<file path="src/hdl/dppm_pkg.sv">
// Shared types and constants for the debounced pass period meter.
// No dependencies; every other file refers to this package by scoped names.
`timescale 1ns / 1ps
`default_nettype none

package dppm_pkg;

    // Width of the wrapping tick counter used for elapsed time
    localparam int TIME_BITS    = 32;
    // Width of the internal pass counter
    localparam int COUNT_BITS   = 8;

    // Fixed field widths of the ports
    localparam int DIST_BITS    = 16;
    localparam int GOAL_BITS    = 8;
    localparam int TNOW_BITS    = 32;
    localparam int PERIOD_BITS  = 32;
    localparam int PC_BITS      = 8;
    localparam int CFG_IDX_BITS = 1;
    localparam int CFG_DATA_BITS = 16;

    // Serial divider step counter
    localparam int DIV_CNT_BITS = $clog2(TIME_BITS);

    // Job queue between front and back, power-of-two depth
    localparam int JQ_DEPTH     = 2;
    localparam int JQ_AW        = $clog2(JQ_DEPTH);

    // Reset values of the configuration registers
    localparam logic [DIST_BITS-1:0] NEAR_THRESHOLD_RST = 16'd8960;  // 35.0 in Q8.8
    localparam logic [GOAL_BITS-1:0] GOAL_PASSES_RST    = 8'd3;

    // Configuration register indexes
    localparam logic [CFG_IDX_BITS-1:0] REG_NEAR_THRESHOLD = 1'd0;
    localparam logic [CFG_IDX_BITS-1:0] REG_GOAL_PASSES    = 1'd1;

    // Request codes
    localparam logic REQ_START  = 1'b0;
    localparam logic REQ_SAMPLE = 1'b1;

    typedef struct packed {
        logic                 req_type;
        logic [DIST_BITS-1:0] distance;
        logic [TNOW_BITS-1:0] time_now;
    } t_in_item;

    typedef struct packed {
        logic                   period_valid;
        logic [PERIOD_BITS-1:0] period_ticks;
        logic [PC_BITS-1:0]     pass_count;
        logic                   measuring;
    } t_out_item;

    // Work handed from the front to the back
    typedef struct packed {
        logic                 need_div;
        logic [TIME_BITS-1:0] elapsed;
        logic [GOAL_BITS-1:0] goal;
        logic [PC_BITS-1:0]   pass_count;
        logic                 measuring;
    } t_job;

endpackage

`default_nettype wire

</file>
<file path="src/hdl/dppm_front.sv">
// Front end: configuration registers, debounce state and pass counting.
// Turns each transferred item into one job for the back end. Uses dppm_pkg.
`timescale 1ns / 1ps
`default_nettype none

module dppm_front (
    input  wire logic                                 i_clk,
    input  wire logic                                 i_rst_n,
    input  wire logic                                 i_accept,
    input  wire dppm_pkg::t_in_item                   i_item,
    input  wire logic                                 i_cfg_we,
    input  wire logic [dppm_pkg::CFG_IDX_BITS-1:0]    i_cfg_idx,
    input  wire logic [dppm_pkg::CFG_DATA_BITS-1:0]   i_cfg_wdata,
    output dppm_pkg::t_job                            o_job
);

    logic [dppm_pkg::DIST_BITS-1:0]  r_near_threshold;
    logic [dppm_pkg::GOAL_BITS-1:0]  r_goal_passes;

    logic                            r_measuring, n_measuring;
    logic                            r_found, n_found;
    logic                            r_started, n_started;
    logic [3:0]                      r_near_run, n_near_run;
    logic [3:0]                      r_away_run, n_away_run;
    logic [dppm_pkg::COUNT_BITS-1:0] r_passes, n_passes;
    logic [dppm_pkg::TIME_BITS-1:0]  r_start_time, n_start_time;

    logic [dppm_pkg::TIME_BITS-1:0]  now;
    logic [dppm_pkg::TIME_BITS+dppm_pkg::TNOW_BITS-1:0] now_ext;
    logic [dppm_pkg::COUNT_BITS+dppm_pkg::PC_BITS-1:0]  pc_ext;
    logic                            need_div;

    // Fit the port tick count to the internal time width
    assign now_ext = {{dppm_pkg::TIME_BITS{1'b0}}, i_item.time_now};
    assign now     = now_ext[dppm_pkg::TIME_BITS-1:0];

    // Write configuration registers
    always_ff @(posedge i_clk) begin
        if (!i_rst_n) begin
            r_near_threshold <= dppm_pkg::NEAR_THRESHOLD_RST;
            r_goal_passes    <= dppm_pkg::GOAL_PASSES_RST;
        end else if (i_cfg_we) begin
            case (i_cfg_idx)
                dppm_pkg::REG_NEAR_THRESHOLD: r_near_threshold <= i_cfg_wdata;
                dppm_pkg::REG_GOAL_PASSES:
                    r_goal_passes <= i_cfg_wdata[dppm_pkg::GOAL_BITS-1:0];
                default: ;
            endcase
        end
    end

    // Advance the debounce state for one item
    always_comb begin
        logic       near_hit;
        logic       far_hit;
        logic       n3;
        logic [3:0] old_near;
        logic [3:0] old_away;
        n_measuring  = r_measuring;
        n_found      = r_found;
        n_started    = r_started;
        n_near_run   = r_near_run;
        n_away_run   = r_away_run;
        n_passes     = r_passes;
        n_start_time = r_start_time;
        need_div     = 1'b0;
        near_hit     = (i_item.distance <= r_near_threshold);
        far_hit      = (i_item.distance >= r_near_threshold);
        old_near     = r_near_run;
        old_away     = r_away_run;
        n3           = old_near[2];

        if (i_item.req_type == dppm_pkg::REQ_START) begin
            n_measuring = 1'b1;
            n_found     = 1'b0;
            n_started   = 1'b0;
            n_near_run  = 4'd0;
            n_away_run  = 4'd0;
            n_passes    = '0;
        end else if (r_measuring) begin
            // Near side: count a pass once the away run has qualified
            if (near_hit && !r_found) begin
                if (r_away_run[3] && n3) begin
                    n_passes   = r_passes + 1'b1;
                    n_away_run = 4'd0;
                    if ((r_goal_passes != '0) &&
                        ({{dppm_pkg::GOAL_BITS{1'b0}}, n_passes} ==
                         {{dppm_pkg::COUNT_BITS{1'b0}}, r_goal_passes})) begin
                        need_div    = 1'b1;
                        n_found     = 1'b1;
                        n_measuring = 1'b0;
                    end
                end
                if (n3 && !r_started) begin
                    n_start_time = now;
                    n_started    = 1'b1;
                end
                n_near_run = {old_near[3] | n3, old_near[1:0], 1'b1};
            end else begin
                n_near_run = {r_near_run[3], 3'b000};
            end

            // Away side: runs only after the near run has qualified
            old_away = n_away_run;
            if (n_near_run[3] && !n_found) begin
                if (far_hit && old_away[2]) begin
                    old_away[3] = 1'b1;
                    n_near_run  = 4'd0;
                end
                n_away_run = {old_away[3], old_away[1:0], 1'b1};
            end else begin
                n_away_run = {old_away[3], 3'b000};
            end
        end
    end

    // Hold state between items
    always_ff @(posedge i_clk) begin
        if (!i_rst_n) begin
            r_measuring  <= 1'b0;
            r_found      <= 1'b0;
            r_started    <= 1'b0;
            r_near_run   <= 4'd0;
            r_away_run   <= 4'd0;
            r_passes     <= '0;
            r_start_time <= '0;
        end else if (i_accept) begin
            r_measuring  <= n_measuring;
            r_found      <= n_found;
            r_started    <= n_started;
            r_near_run   <= n_near_run;
            r_away_run   <= n_away_run;
            r_passes     <= n_passes;
            r_start_time <= n_start_time;
        end
    end

    // Build the job for the back end
    assign pc_ext = {{dppm_pkg::PC_BITS{1'b0}}, n_passes};

    always_comb begin
        o_job.need_div   = need_div;
        o_job.elapsed    = now - r_start_time;
        o_job.goal       = r_goal_passes;
        o_job.pass_count = pc_ext[dppm_pkg::PC_BITS-1:0];
        o_job.measuring  = n_measuring;
    end

    // A completed goal ends the measurement
    a_goal_stops: assert property (@(posedge i_clk) disable iff (!i_rst_n)
        (i_accept && o_job.need_div) |=> (!r_measuring && r_found))
        else $error("goal reached but measurement still running");

endmodule

`default_nettype wire

</file>
<file path="src/hdl/dppm_jobq.sv">
// Short job queue between the front end and the back end.
// Register-based FIFO of dppm_pkg::t_job entries. Uses dppm_pkg.
`timescale 1ns / 1ps
`default_nettype none

module dppm_jobq (
    input  wire logic           i_clk,
    input  wire logic           i_rst_n,
    input  wire logic           i_push,
    input  wire dppm_pkg::t_job i_job,
    output logic                o_full,
    input  wire logic           i_pop,
    output logic                o_empty,
    output dppm_pkg::t_job      o_job
);

    dppm_pkg::t_job              r_mem [dppm_pkg::JQ_DEPTH];
    logic [dppm_pkg::JQ_AW-1:0]  r_wr_ptr;
    logic [dppm_pkg::JQ_AW-1:0]  r_rd_ptr;
    logic [dppm_pkg::JQ_AW:0]    r_count;
    logic                        do_push;
    logic                        do_pop;

    assign o_full  = (r_count == (dppm_pkg::JQ_AW+1)'(dppm_pkg::JQ_DEPTH));
    assign o_empty = (r_count == '0);
    assign do_push = i_push && !o_full;
    assign do_pop  = i_pop && !o_empty;
    assign o_job   = r_mem[r_rd_ptr];

    // Store entries
    always_ff @(posedge i_clk) begin
        if (do_push) begin
            r_mem[r_wr_ptr] <= i_job;
        end
    end

    // Advance pointers and fill count
    always_ff @(posedge i_clk) begin
        if (!i_rst_n) begin
            r_wr_ptr <= '0;
            r_rd_ptr <= '0;
            r_count  <= '0;
        end else begin
            if (do_push) begin
                r_wr_ptr <= r_wr_ptr + 1'b1;
            end
            if (do_pop) begin
                r_rd_ptr <= r_rd_ptr + 1'b1;
            end
            case ({do_push, do_pop})
                2'b10:   r_count <= r_count + 1'b1;
                2'b01:   r_count <= r_count - 1'b1;
                default: ;
            endcase
        end
    end

    // Fill count stays in range
    a_count_range: assert property (@(posedge i_clk) disable iff (!i_rst_n)
        r_count <= (dppm_pkg::JQ_AW+1)'(dppm_pkg::JQ_DEPTH))
        else $error("job queue count out of range");

endmodule

`default_nettype wire

</file>
<file path="src/hdl/dppm_back.sv">
// Back end: radix-2 serial divider for the period and the result register.
// Takes jobs from dppm_jobq and presents results queue-style. Uses dppm_pkg.
`timescale 1ns / 1ps
`default_nettype none

module dppm_back (
    input  wire logic           i_clk,
    input  wire logic           i_rst_n,
    input  wire logic           i_job_valid,
    input  wire dppm_pkg::t_job i_job,
    output logic                o_job_pop,
    input  wire logic           i_pop,
    output logic                o_empty,
    output dppm_pkg::t_out_item o_item
);

    typedef enum logic [2:0] {
        ST_IDLE = 3'b001,
        ST_DIV  = 3'b010,
        ST_DONE = 3'b100
    } t_back_state;

    t_back_state                       r_state, n_state;
    logic                              r_out_valid, n_out_valid;
    dppm_pkg::t_out_item               r_out, n_out;
    logic [dppm_pkg::TIME_BITS-1:0]    r_dvd, n_dvd;
    logic [dppm_pkg::GOAL_BITS-1:0]    r_rem, n_rem;
    logic [dppm_pkg::GOAL_BITS-1:0]    r_goal, n_goal;
    logic [dppm_pkg::PC_BITS-1:0]      r_pc, n_pc;
    logic                              r_meas, n_meas;
    logic [dppm_pkg::DIV_CNT_BITS-1:0] r_cnt, n_cnt;

    logic                              slot_free;
    logic [dppm_pkg::GOAL_BITS:0]      trial;
    logic [dppm_pkg::GOAL_BITS:0]      diff;
    logic                              q_bit;
    logic [dppm_pkg::TIME_BITS+dppm_pkg::PERIOD_BITS-1:0] q_ext;
    logic [dppm_pkg::PERIOD_BITS-1:0]  period_sat;

    assign slot_free = !r_out_valid || i_pop;

    // One restoring division step
    assign trial = {r_rem, r_dvd[dppm_pkg::TIME_BITS-1]};
    assign diff  = trial - {1'b0, r_goal};
    assign q_bit = (trial >= {1'b0, r_goal});

    // Saturate the quotient to the period field
    assign q_ext      = {{dppm_pkg::PERIOD_BITS{1'b0}}, r_dvd};
    assign period_sat = (|(q_ext >> dppm_pkg::PERIOD_BITS)) ? '1
                                                            : q_ext[dppm_pkg::PERIOD_BITS-1:0];

    // Sequence jobs through the divider and into the result register
    always_comb begin
        n_state     = r_state;
        n_out_valid = r_out_valid;
        n_out       = r_out;
        n_dvd       = r_dvd;
        n_rem       = r_rem;
        n_goal      = r_goal;
        n_pc        = r_pc;
        n_meas      = r_meas;
        n_cnt       = r_cnt;
        o_job_pop   = 1'b0;

        if (i_pop && r_out_valid) begin
            n_out_valid = 1'b0;
        end

        case (r_state)
            ST_IDLE: begin
                if (i_job_valid) begin
                    if (i_job.need_div) begin
                        o_job_pop = 1'b1;
                        n_dvd     = i_job.elapsed;
                        n_rem     = '0;
                        n_goal    = i_job.goal;
                        n_pc      = i_job.pass_count;
                        n_meas    = i_job.measuring;
                        n_cnt     = dppm_pkg::DIV_CNT_BITS'(dppm_pkg::TIME_BITS - 1);
                        n_state   = ST_DIV;
                    end else if (slot_free) begin
                        o_job_pop          = 1'b1;
                        n_out.period_valid = 1'b0;
                        n_out.period_ticks = '0;
                        n_out.pass_count   = i_job.pass_count;
                        n_out.measuring    = i_job.measuring;
                        n_out_valid        = 1'b1;
                    end
                end
            end
            ST_DIV: begin
                n_rem = q_bit ? diff[dppm_pkg::GOAL_BITS-1:0]
                              : trial[dppm_pkg::GOAL_BITS-1:0];
                n_dvd = {r_dvd[dppm_pkg::TIME_BITS-2:0], q_bit};
                if (r_cnt == '0) begin
                    n_state = ST_DONE;
                end else begin
                    n_cnt = r_cnt - 1'b1;
                end
            end
            ST_DONE: begin
                if (slot_free) begin
                    n_out.period_valid = 1'b1;
                    n_out.period_ticks = period_sat;
                    n_out.pass_count   = r_pc;
                    n_out.measuring    = r_meas;
                    n_out_valid        = 1'b1;
                    n_state            = ST_IDLE;
                end
            end
            default: n_state = ST_IDLE;
        endcase
    end

    // Control registers
    always_ff @(posedge i_clk) begin
        if (!i_rst_n) begin
            r_state     <= ST_IDLE;
            r_out_valid <= 1'b0;
        end else begin
            r_state     <= n_state;
            r_out_valid <= n_out_valid;
        end
    end

    // Datapath registers
    always_ff @(posedge i_clk) begin
        r_out  <= n_out;
        r_dvd  <= n_dvd;
        r_rem  <= n_rem;
        r_goal <= n_goal;
        r_pc   <= n_pc;
        r_meas <= n_meas;
        r_cnt  <= n_cnt;
    end

    assign o_empty = !r_out_valid;
    assign o_item  = r_out;

    // Division finishes only after the last step
    a_div_done: assert property (@(posedge i_clk) disable iff (!i_rst_n)
        (r_state == ST_DIV && n_state == ST_DONE) |-> (r_cnt == '0))
        else $error("divider left before its last step");

    // A reported period always ends the measurement
    a_period_idle: assert property (@(posedge i_clk) disable iff (!i_rst_n)
        (r_out_valid && r_out.period_valid) |-> !r_out.measuring)
        else $error("period reported while still measuring");

    // No job is taken while the divider is busy
    a_no_pop_busy: assert property (@(posedge i_clk) disable iff (!i_rst_n)
        (r_state != ST_IDLE) |-> !o_job_pop)
        else $error("job taken while divider busy");

endmodule

`default_nettype wire

</file>
<file path="src/hdl/debounced_pass_period_meter.sv">
// Top level of the debounced pass period meter: front end, job queue, back end.
// Depends on dppm_pkg, dppm_front, dppm_jobq and dppm_back.
// Usage: push a start request (req_type 0), then timestamped distance samples
// (req_type 1); every item yields exactly one result. The front end takes one
// item per cycle while the job queue is not full and hands a job to a two-entry
// queue. Results that carry no period are registered in the back end's result
// register once the divider is idle and that register is free. A result that
// completes the goal runs through a radix-2 serial divider, one quotient bit
// per cycle; items behind it wait in the queue and full rises when it fills.
// Configuration writes take effect on the next cycle and are meant for idle
// periods only.
`timescale 1ns / 1ps
`default_nettype none

module debounced_pass_period_meter (
    input  wire logic                                 i_clk,
    input  wire logic                                 i_rst_n,
    input  wire logic                                 push,
    output logic                                      full,
    input  wire dppm_pkg::t_in_item                   i_item,
    output logic                                      empty,
    input  wire logic                                 pop,
    output dppm_pkg::t_out_item                       o_item,
    input  wire logic                                 i_cfg_we,
    input  wire logic [dppm_pkg::CFG_IDX_BITS-1:0]    i_cfg_idx,
    input  wire logic [dppm_pkg::CFG_DATA_BITS-1:0]   i_cfg_wdata
);

    dppm_pkg::t_job front_job;
    dppm_pkg::t_job head_job;
    logic           jq_full;
    logic           jq_empty;
    logic           jq_pop;
    logic           accept;

    // Transfer on push while the queue has room
    assign accept = push && !jq_full;
    assign full   = jq_full;

    dppm_front u_front (
        .i_clk       (i_clk),
        .i_rst_n     (i_rst_n),
        .i_accept    (accept),
        .i_item      (i_item),
        .i_cfg_we    (i_cfg_we),
        .i_cfg_idx   (i_cfg_idx),
        .i_cfg_wdata (i_cfg_wdata),
        .o_job       (front_job)
    );

    dppm_jobq u_jobq (
        .i_clk   (i_clk),
        .i_rst_n (i_rst_n),
        .i_push  (accept),
        .i_job   (front_job),
        .o_full  (jq_full),
        .i_pop   (jq_pop),
        .o_empty (jq_empty),
        .o_job   (head_job)
    );

    dppm_back u_back (
        .i_clk       (i_clk),
        .i_rst_n     (i_rst_n),
        .i_job_valid (!jq_empty),
        .i_job       (head_job),
        .o_job_pop   (jq_pop),
        .i_pop       (pop),
        .o_empty     (empty),
        .o_item      (o_item)
    );

endmodule

`default_nettype wire

</file>
<file path="config.mk">
export PLATFORM = sky130hd
export DESIGN_NAME = debounced_pass_period_meter
export DESIGN_NICKNAME = d
export VERILOG_FILES = /design/src/hdl/dppm_pkg.sv /design/src/hdl/dppm_front.sv /design/src/hdl/dppm_jobq.sv /design/src/hdl/dppm_back.sv /design/src/hdl/debounced_pass_period_meter.sv
export SDC_FILE = /design/constraint.sdc
export NUM_CORES = 1
export LEC_CHECK = 0
export ABC_AREA = 1
export BUFFER_PORTS_ARGS = -buffer_cell sky130_fd_sc_hd__clkbuf_2
export CORE_MARGIN = 1.5
export CORE_UTILIZATION = 45
export DETAILED_ROUTE_END_ITERATION = 12
export PLACE_DENSITY = 0.68
export SYNTH_ARGS = -nofsm -noshare
export SYNTH_HDL_FRONTEND = slang
export SYNTH_SLANG_ARGS = --single-unit
</file>
<file path="constraint.sdc">
create_clock -name i_clk -period 5.31 [get_ports i_clk]
set_input_delay 0.2655 -clock i_clk [delete_from_list [all_inputs] [get_ports i_clk]]
set_output_delay 0.2655 -clock i_clk [all_outputs]
set_load 0.01 [all_outputs]
</file>
==> results.toml, run 1 <==
[synthesis]
synth_top_area_share = 0.4500
async_reset_ff_frac = 0
synth-seq-cells = 288
synth_edf_count = 204
syn-num-nets = 1562
synthesis.area_um2 = 13610
avgSynthCellArea_um2 = 9.519
synth-warning-count = 0
syn_inst = 1430
synth-seq-area-share = 0.5736
synth_flop_cell = "edfxtp_1"
ys_types = 47
yosys-top-cells-area = "edfxtp_1 (45%), dfxtp_1 (12%), nand2_1 (7.4%)"
synth_largest_area_cell = "edfxtp_1"

[sta]
maxSlewHeadroom = 0.3131
slew_viol_final = 0
fin_crit_ns = 2.961
hold_ws_ns = 0.01666
fmax_ghz = 0.3377
grt_setup_unrepaired = "no"
fin_worst_skew_ns = 0.01162
layout_setup_ws_ns = 2.349
final-hold-violation-count = 0
tns_ns = 0
tightest_slew_ns = 1.028
setup-violations-final = 0
fin_crit_sh = 0.5576

[worst_setup_path]
slowest_stage = "a21oi_4"
crit_path_frequent_cell = "buf_4"
critPathArrivalTime_ns = 3.20
worst-path-buf-inv = 4
crit_path_end_kind = "register"
cp_top_family = "buffers and inverters"
crit_path_max_fanout = 51
crit_path_start_kind = "register"
slowest_delay_ns = 0.79
critPathRequiredTime_ns = 5.55
crit_chain = "buf_4 -> inv_1 -> buf_4 -> nand2_1 -> nand2_1 -> nor2_1 -> a21oi_4 -> buf_4"
criticalPathCategory = "reg2reg"

[clock_tree]
clock_latency_ns = 0.53
cts_resized = 0
numClockSinks = 288
clockBufferDepth = 3
clk_pin_slew_ns = 0.06
post_cts_buffers = 0
root_buffer = "clkbuf_16"
cts_tree = "done"
cts_buffers = 29
h-tree-depth = 1

[power_and_ir_drop]
peakVddDrop_v = 0.0002324
p_leak_nw = 6.455
power_density_nw_per_um2 = 441.5

[drt]
drc = 0
viasPerCell = 5.006
drt-pass1-iter-count = 6
drt_iter0_drc = 664
wl_um = 27360
ant_nets = 0
vias = 9811
avgRoutedWirePerCell_um = 13.96

[floorplanning]
die_w_um = 176.9
core-area_um2 = 29720
rows = 63
die_y_um = 176.9
start_util = 0.4580
die-area_um2 = 31300
ios = 115

[placed_design]
dp.cells = 1900
place_area_um2 = 14600
place_hpwl_um = 19580
post-place-ws_ns = 2.319
portBuffers = 114
gp_congestion = 0.8685

[flow_run]
max_cap_viol_count = 0

[finish]
synthToLayoutAreaGrowth_pct = 14.83
diodes = 0
instances_no_fill = 1960
drive_above_1_share = 0.1350
nets = 1680
design_area_um2 = 15630

[global_route]
grtUsageTotal = 0.1755
grt_max_degree = 70
antenna_found_initial = 0
grt_pass1_wl_um = 44850
grt_pass1_vias = 9275
grt-ovfl-total = 0

[worst_hold_path]
hp-class = "in2reg"

[run_status]
status = "complete, no violations"
## path summary, 6_finish.rpt
path	slack [ns]	endpoint	start	cells past startpoint
worst max-delay path	2.35	u_back.period_sat[18]$_DFFE_PP_	register	8
worst min-delay path	0.02	u_front.r_near_threshold[12]$_SDFFE_PN0P_	i_cfg_wdata[12]	3
worst max register to register	2.35	u_back.period_sat[18]$_DFFE_PP_	register	8
worst min register to register	0.46	u_front.r_started$_SDFFE_PN0P_	u_front.r_started$_SDFFE_PN0P_	2
## state kept, by name, indices dropped and copies added, names as in the netlist, 2 cells and up, named ones only
| register | count |
|---|---|
| u_back.o_item | 42 |
| u_jobq.r_mem | 100 |
| u_front.r_away_run | 4 |
| u_front.r_goal_passes | 8 |
| u_front.r_start_time | 32 |
| u_back.r_rem | 8 |
| u_front.r_near_run | 4 |
| u_back.r_cnt | 5 |
| u_front.r_passes | 8 |
| u_back.r_state | 3 |
| u_front.r_near_threshold | 16 |
| u_back.period_sat | 32 |
| u_back.r_goal | 8 |
| u_back.r_pc | 8 |
| u_jobq.r_count | 2 |
## placed cells by master (no fill, tap or decap), types with 25 or more instances in the layout
cell / synthesis / routed
edfxtp_1: 204 / 204
inv_1: 189 / 189
a31oi_1: 44 / 44
nand3_1: 28 / 27
clkbuf_16: 0 / 29
o21ai_0: 80 / 80
xor2_1: 25 / 25
clkbuf_2: 0 / 114
nor2_1: 164 / 161
dfxtp_1: 84 / 84
a21oi_1: 127 / 126
ha_1: 59 / 59
nand2_1: 268 / 268
## timing repair
action,in CTS,in global routing
endpoints found under the hold margin,8,0
hold buffers,7,0
setup endpoints to repair,0,0
## cell usage after synthesis (all sizes together), types with 3 or more instances
cell type,n
o21ai,100
nor2,170
nor4,4
a31oi,44
nand4,9
ha,59
o21bai,3
inv,190
xor2,26
nor3,10
or2,6
o211ai,6
dfxtp,84
edfxtp,204
o221ai,3
a21o,6
nand2,272
buf,11
a21oi,130
clkbuf,33
nand3,32
a21boi,5
xnor2,10
## cell families after synthesis
| family | after synthesis | share of synthesized area |
|---|---|---|
| and+or+nand+nor | 506 | 0.1528 |
| AOI/OAI and AO/OA | 303 | 0.1266 |
| DFF | 288 | 0.5736 |
| buffers and inverters | 236 | 0.06618 |
| adders and majority gates | 61 | 0.05717 |
| xor gates and xnor gates | 36 | 0.02372 |
## report_power, final
group          internal [mW]  switching (mW)  leakage [nW]  total (mW)
combinational          0.515            1.07          3.40        1.58
clock                   1.20           0.832         0.466        2.04
sequential              3.08           0.201          2.59        3.28
total                   4.80            2.10          6.46        6.90
## area by class of cell
class,count,area [um^2]
Timing Repair Buffer,131,715.7
Sequential cell,288,7807
Tap cell,390,488.0
Multi-Input combinational cell,906,4942
Inverter,192,720.7
Clock inverter,17,203.9
Fill cell,2687,14090
Clock buffer,36,752.0
## worst min-delay path: cells and delay by family
family	cells	cell delay, ns
buf+inv	1	0.07
compound gates	2	0.18
## through the flow
| stage | total power [mW] | util |
|---|---|---|
| 4_1_cts | 6.975 | 0.5260 |
| 6_report | 6.900 | 0.5260 |
| 3_5_place_dp | 4.930 | 0.4914 |
| 5_1_grt | 7.299 | 0.5260 |
| 2_1_floorplan | 4.360 | - |
| 3_3_place_gp | 4.874 | 0.4914 |
## layer usage
metal  wire [um]  share of wire  GRT usage
met5           0              0          0
met1       13570           0.50     0.2556
met3        1472          0.054    0.02534
met2       11880           0.43     0.2755
met4         442          0.016    0.04414
Power figures use the tool's default switching activity.
==> run 2: changes to the inputs <==
Settings changed: ABC_AREA 1 to 0.
Clock period 5.31 ns to 2.8 ns, I/O delays scaled along.
==> results.toml, run 2 <==
[drt]
routed.top_layer = "met4"
drt_iter0_drc = 654
wl_met2_um = 12640
met3_length_um = 1265
drt-pass1-iter-count = 4
ant_nets = 0
wl_met1_um = 13810
vias = 9466
viasPerCell = 5.221
wl_um = 28100
drc = 0
avgRoutedWirePerCell_um = 15.50

[worst_setup_path]
crit_path_max_fanout = 3
worst-path-buf-inv = 1
crit_chain = "inv_1 -> ha_1 -> nor2b_1 -> o31a_1 -> o41ai_4 -> o41ai_4 -> a41oi_2 -> o2111ai_2 -> a31oi_1 -> xnor2_1"
reg2reg_from = "u_front.r_start_time[1]$_SDFFE_PN0P_"
crit_start = "u_front.r_start_time[1]$_SDFFE_PN0P_"
crit_path_start_kind = "register"
critPathRequiredTime_ns = 3.07
critPathArrivalTime_ns = 2.94
crit_path_frequent_cell = "o41ai_4"
path_depth = 10
crit_path_end_kind = "register"
criticalPathCategory = "reg2reg"
slowest_stage = "o41ai_4"
slowest_delay_ns = 0.42
critPathCapture = "u_jobq.r_mem[1][46]$_DFFE_PP_"
rr_endpoint = "u_jobq.r_mem[1][46]$_DFFE_PP_"
cp_top_family = "compound AO/OA/AOI/OAI gates"
r2r_setup_slack_ns = 0.12
reg2reg_depth = 10

[finish]
seq_area_um2 = 7810
nets = 1532
layout_commonest_cell = "edfxtp_1"
design_area_um2 = 16380
largest_reg_flops = 100
synthToLayoutAreaGrowth_pct = 20.04
num-fill-cells = 2561
regMostFlops = "u_jobq.r_mem"
final_cell_mix = "edfxtp_1 (204), nand2_1 (122), nor2_1 (120)"
drive_above_1_share = 0.1623
instances_no_fill = 1813
final_util = 0.5513
diodes = 0
multi_input_area_um2 = 5469

[power_and_ir_drop]
p_leak_nw = 6.088
power_density_nw_per_um2 = 790.9
peakVddDrop_v = 0.0005389
power_mw = 12.96

[sta]
tightest_slew_ns = 0.7752
final-hold-violation-count = 0
layout_setup_ws_ns = 0.1244
slew_viol_final = 0
fin_worst_skew_ns = 0.01238
fmax_ghz = 0.3738
setup-violations-final = 0
fin_crit_ns = 2.676
maxSlewHeadroom = 0.4832
fin_crit_sh = 0.9556

[clock_tree]
clock_latency_ns = 0.54
h-tree-depth = 1
cts_buffers = 29
root_buffer = "clkbuf_16"
clockBufferDepth = 3
numClockSinks = 288
cts_tree = "done"
clk_pin_slew_ns = 0.06

[floorplanning]
die-area_um2 = 31390
ios = 115
die_y_um = 177.2
rows = 63
core-area_um2 = 29720
die_w_um = 177.2
start_util = 0.4593

[synthesis]
synth-warning-count = 0
syn-num-nets = 1363
avgSynthCellArea_um2 = 11.09
synthesis.area_um2 = 13650
synth_largest_area_cell = "edfxtp_1"
synth-seq-cells = 288
ys_types = 68
yosysMostFrequentCell = "edfxtp_1"
synth_flop_cell = "edfxtp_1"
synth_top_area_share = 0.4488
synth_common_cells = "edfxtp_1 (204), nand2_1 (122), nor2_1 (122)"
synth-seq-area-share = 0.5720
syn_inst = 1231
async_reset_ff_frac = 0
synth_edf_count = 204
yosys-top-cells-area = "edfxtp_1 (45%), dfxtp_1 (12%), ha_1 (5.4%)"

[flow_run]
max_cap_viol_count = 0

[placed_design]
portBuffers = 114
post-place-ws_ns = 0.02638
place_area_um2 = 14770
place_hpwl_um = 19310
dp.cells = 1707
gp_congestion = 0.8611

[global_route]
grt_max_degree = 80
grt_pass1_wl_um = 45360
grt_pass1_vias = 9038
antenna_found_initial = 0
grtUsageTotal = 0.1780
grt-ovfl-total = 0

[worst_hold_path]
hp-class = "in2reg"

[run_status]
status = "complete, no violations"
run 2: timing repair:
action / CTS / global route
hold buffers: 49 / 0
setup buffers: 0 / 3
gates resized for setup: 0 / 14
endpoints found under the setup margin: 0 / 17
endpoints found under the hold margin: 56 / 0
run 2: area by class of cell:
| cell class | instances | share of cell area |
|---|---|---|
| timing repair buffer | 192 | 0.08110 |
| multi-input combinational | 816 | 0.3338 |
| clock inverter | 8 | 0.008782 |
| clock buffer | 46 | 0.05315 |
| sequential | 288 | 0.4767 |
| inverter | 73 | 0.01672 |
| tap | 390 | 0.02978 |
run 2: logic make-up after synthesis:
| group | synth area share |
|---|---|
| compound gates | 0.1100 |
| buf+inv | 0.03676 |
| simple gates | 0.1292 |
| fa+ha+maj | 0.05702 |
| flops | 0.5720 |
| xor+xnor | 0.03337 |
| mux | 0.06169 |
run 2: tightest hold or removal path: stages:
cell      delay (ns)
clkbuf_2        0.10
clkinv_1        0.23
a21oi_1         0.06
run 2: stage by stage:
step                hold WS, ns  TNS (ns)
floorplan                0.2640    -21.66
global placement         0.3655         0
global route            0.03549  -0.03914
detailed placement       0.3695         0
finish                  0.04282         0
CTS                     0.01252         0
run 2: worst min path at each step:
| stage | end | start | slack (ns) | depth (start not counted) |
|---|---|---|---|---|
| 4_1_cts | u_jobq.r_count[1]$_SDFFE_PN0P_ | i_rst_n | 0.01 | 3 |
| 2_1_floorplan | u_front.r_goal_passes[0]$_SDFFE_PN1P_ | i_cfg_wdata[0] | 0.26 | 2 |
| 5_1_grt | u_jobq.r_count[1]$_SDFFE_PN0P_ | i_rst_n | 0.04 | 3 |
| 3_5_place_dp | u_front.r_near_threshold[10]$_SDFFE_PN0P_ | i_cfg_wdata[10] | 0.37 | 3 |
| 6_report | u_jobq.r_count[1]$_SDFFE_PN0P_ | i_rst_n | 0.04 | 3 |
| 3_3_place_gp | u_front.r_near_threshold[10]$_SDFFE_PN0P_ | i_cfg_wdata[10] | 0.37 | 3 |
run 2: where the power goes:
part	switching (mW)	internal [mW]	total (mW)
Clock	1.57	2.49	4.06
Sequential	0.261	5.66	5.92
Combinational	1.87	1.11	2.98
run 2: metal layers:
layer  global-route usage  vias up
met5                    0        -
met4              0.04025        0
met3              0.02577       36
met2               0.2769      189
met1               0.2624     4483
li1                     -     4758
==> run 3: changes to the inputs <==
Settings changed: SETUP_SLACK_MARGIN set to 0.5.
==> results.toml, run 3 (synthesis results as in run 2) <==
[sta]
slew_viol_final = 0
maxSlewHeadroom = 0.4781
layout_setup_ws_ns = 0.07828
fin_crit_sh = 0.9720
fin_crit_ns = 2.722
fmax_ghz = 0.3674
tns_ns = 0
final-hold-violation-count = 0
tightest_slew_ns = 0.7829
grt_setup_unrepaired = "yes"
setup-violations-final = 0
fin_worst_skew_ns = 0.01779

[floorplanning]
die_w_um = 177.2
start_util = 0.4593
die-area_um2 = 31390
ios = 115
core-area_um2 = 29720
rows = 63
die_y_um = 177.2

[finish]
seq_area_um2 = 7824
nets = 1612
num-fill-cells = 2312
drive_above_1_share = 0.2926
final_util = 0.6099
synthToLayoutAreaGrowth_pct = 32.79
final_cell_mix = "edfxtp_1 (204), nand2_1 (114), clkbuf_2 (114)"
largest_reg_flops = 100
layout_commonest_cell = "edfxtp_1"
multi_input_area_um2 = 6321
regMostFlops = "u_jobq.r_mem"
diodes = 0

[worst_setup_path]
crit_path_end_kind = "register"
reg2reg_depth = 12
slowest_delay_ns = 0.41
r2r_setup_slack_ns = 0.08
rr_endpoint = "u_jobq.r_mem[0][48]$_DFFE_PP_"
critPathArrivalTime_ns = 3.00
reg2reg_from = "u_front.r_start_time[13]$_SDFFE_PN0P_"
critPathRequiredTime_ns = 3.08
crit_start = "u_front.r_start_time[13]$_SDFFE_PN0P_"
crit_path_max_fanout = 3
crit_path_start_kind = "register"
slowest_stage = "o41ai_4"
criticalPathCategory = "reg2reg"
crit_chain = "inv_2 -> ha_4 -> buf_6 -> buf_6 -> and3_4 -> nand2_4 -> o41ai_4 -> a41oi_2 -> buf_4 -> o21ai_4 -> a41oi_2 -> xnor2_1"

[global_route]
grt_pass1_vias = 9529
grt_pass1_wl_um = 48730
grt_max_degree = 68
met2_usage = 0.2988
antenna_found_initial = 0
top_usage_layer = "met2"
met1_usage = 0.2804
grtUsageMet3 = 0.02749
grtUsageTotal = 0.1915
grt-ovfl-total = 0

[clock_tree]
root_buffer = "clkbuf_16"
clockBufferDepth = 3
cts_buffers = 30
h-tree-depth = 1
clock_latency_ns = 0.55
cts_tree = "done"
numClockSinks = 288
clk_pin_slew_ns = 0.06

[flow_run]
max_cap_viol_count = 0

[power_and_ir_drop]
p_leak_nw = 6.718
power_mw = 13.60
peakVddDrop_v = 0.0005288
power_density_nw_per_um2 = 750.1

[drt]
drt-pass1-iter-count = 5
wl_um = 31180
ant_nets = 0
avgRoutedWirePerCell_um = 16.46
vias = 10035
drc = 0
drt_iter0_drc = 767
viasPerCell = 5.298

[worst_hold_path]
hp-class = "in2reg"
hold_start = "i_cfg_we"
hold_end = "u_front.r_near_threshold[6]$_SDFFE_PN0P_"
hold_depth = 4

[run_status]
status = "complete, no violations"

[placed_design]
gp_congestion = 0.8673
place_hpwl_um = 19490
portBuffers = 114
post-place-ws_ns = 0.04788
-- run 3: cell types whose count changed in the layout (fill, tap and decap cells not counted), sizes merged --
cell,change
buf,+78
clkinv,+6
clkbuf,-5
bufinv,+2
inv,-2
clkinvlp,+1
dlygate4sd3,+1
-- run 3: what timing repair did --
| item | 4_1_cts | 5_1_grt |
|---|---|---|
| hold endpoints to repair | 57 | 0 |
| resized for setup | 71 | 135 |
| pin swaps | 37 | 78 |
| buffers inserted | 45 | 34 |
| endpoints found under the setup margin | 127 | 150 |
| cloned | 3 | 1 |
| hold buffers | 50 | 0 |
-- run 3: power by group --
| group | switching, mW | internal (mW) |
|---|---|---|
| Clock | 1.60 | 2.61 |
| Sequential | 0.275 | 5.66 |
| Combinational | 2.05 | 1.40 |
| Total | 3.93 | 9.67 |
-- run 3: worst max-delay path, delay by kind of cell, from the launching register on --
family	cells	cell delay [ns]
buffers and inverters	4	0.47
DFF	1	0.35
and+or+nand+nor	2	0.28
AOI/OAI and AO/OA	4	0.91
adders and majority gates	1	0.28
xor gates and xnor gates	1	0.16
-- run 3: final cells by class --
type	count	area share
clock inverters	15	0.01332
repair buffers	271	0.1187
well taps	390	0.02692
inverters	73	0.01533
multi-input cells	816	0.3488
flip-flops and latches	288	0.4317
clock buffers	41	0.04535
-- run 3: how the worst max path moves through the flow --
| stage | depth (start not counted) | slack, ns | endpoint |
|---|---|---|---|
| finish | 12 | 0.08 | u_jobq.r_mem[0][48]$_DFFE_PP_ |
| global route | 11 | -0.02 | u_jobq.r_mem[0][48]$_DFFE_PP_ |
| CTS | 10 | 0.16 | u_jobq.r_mem[0][47]$_DFFE_PP_ |
| detailed placement | 10 | 0.05 | u_jobq.r_mem[1][46]$_DFFE_PP_ |
| global placement | 10 | 0.12 | u_jobq.r_mem[0][46]$_DFFE_PP_ |
| floorplan | 6 | 0.02 | u_jobq.r_mem[0][0]$_DFFE_PP_ |
-- run 3: metal layers --
layer | wire (um) | vias to the layer above
met2 | 14360 | 280
met1 | 14830 | 4780
met5 | 0 | -
met4 | 539 | 0
met3 | 1445 | 50
li1 | - | 4925
-- run 3: per-stage QoR --
step	instances	hold slack [ns]	area [um^2]
global placement	1705	0.3649	14910
finish	1894	0.04946	18120
CTS	1859	0.02137	17230
floorplan	1231	0.2640	13850
global route	1894	0.05348	18120
detailed placement	1705	0.3725	14910
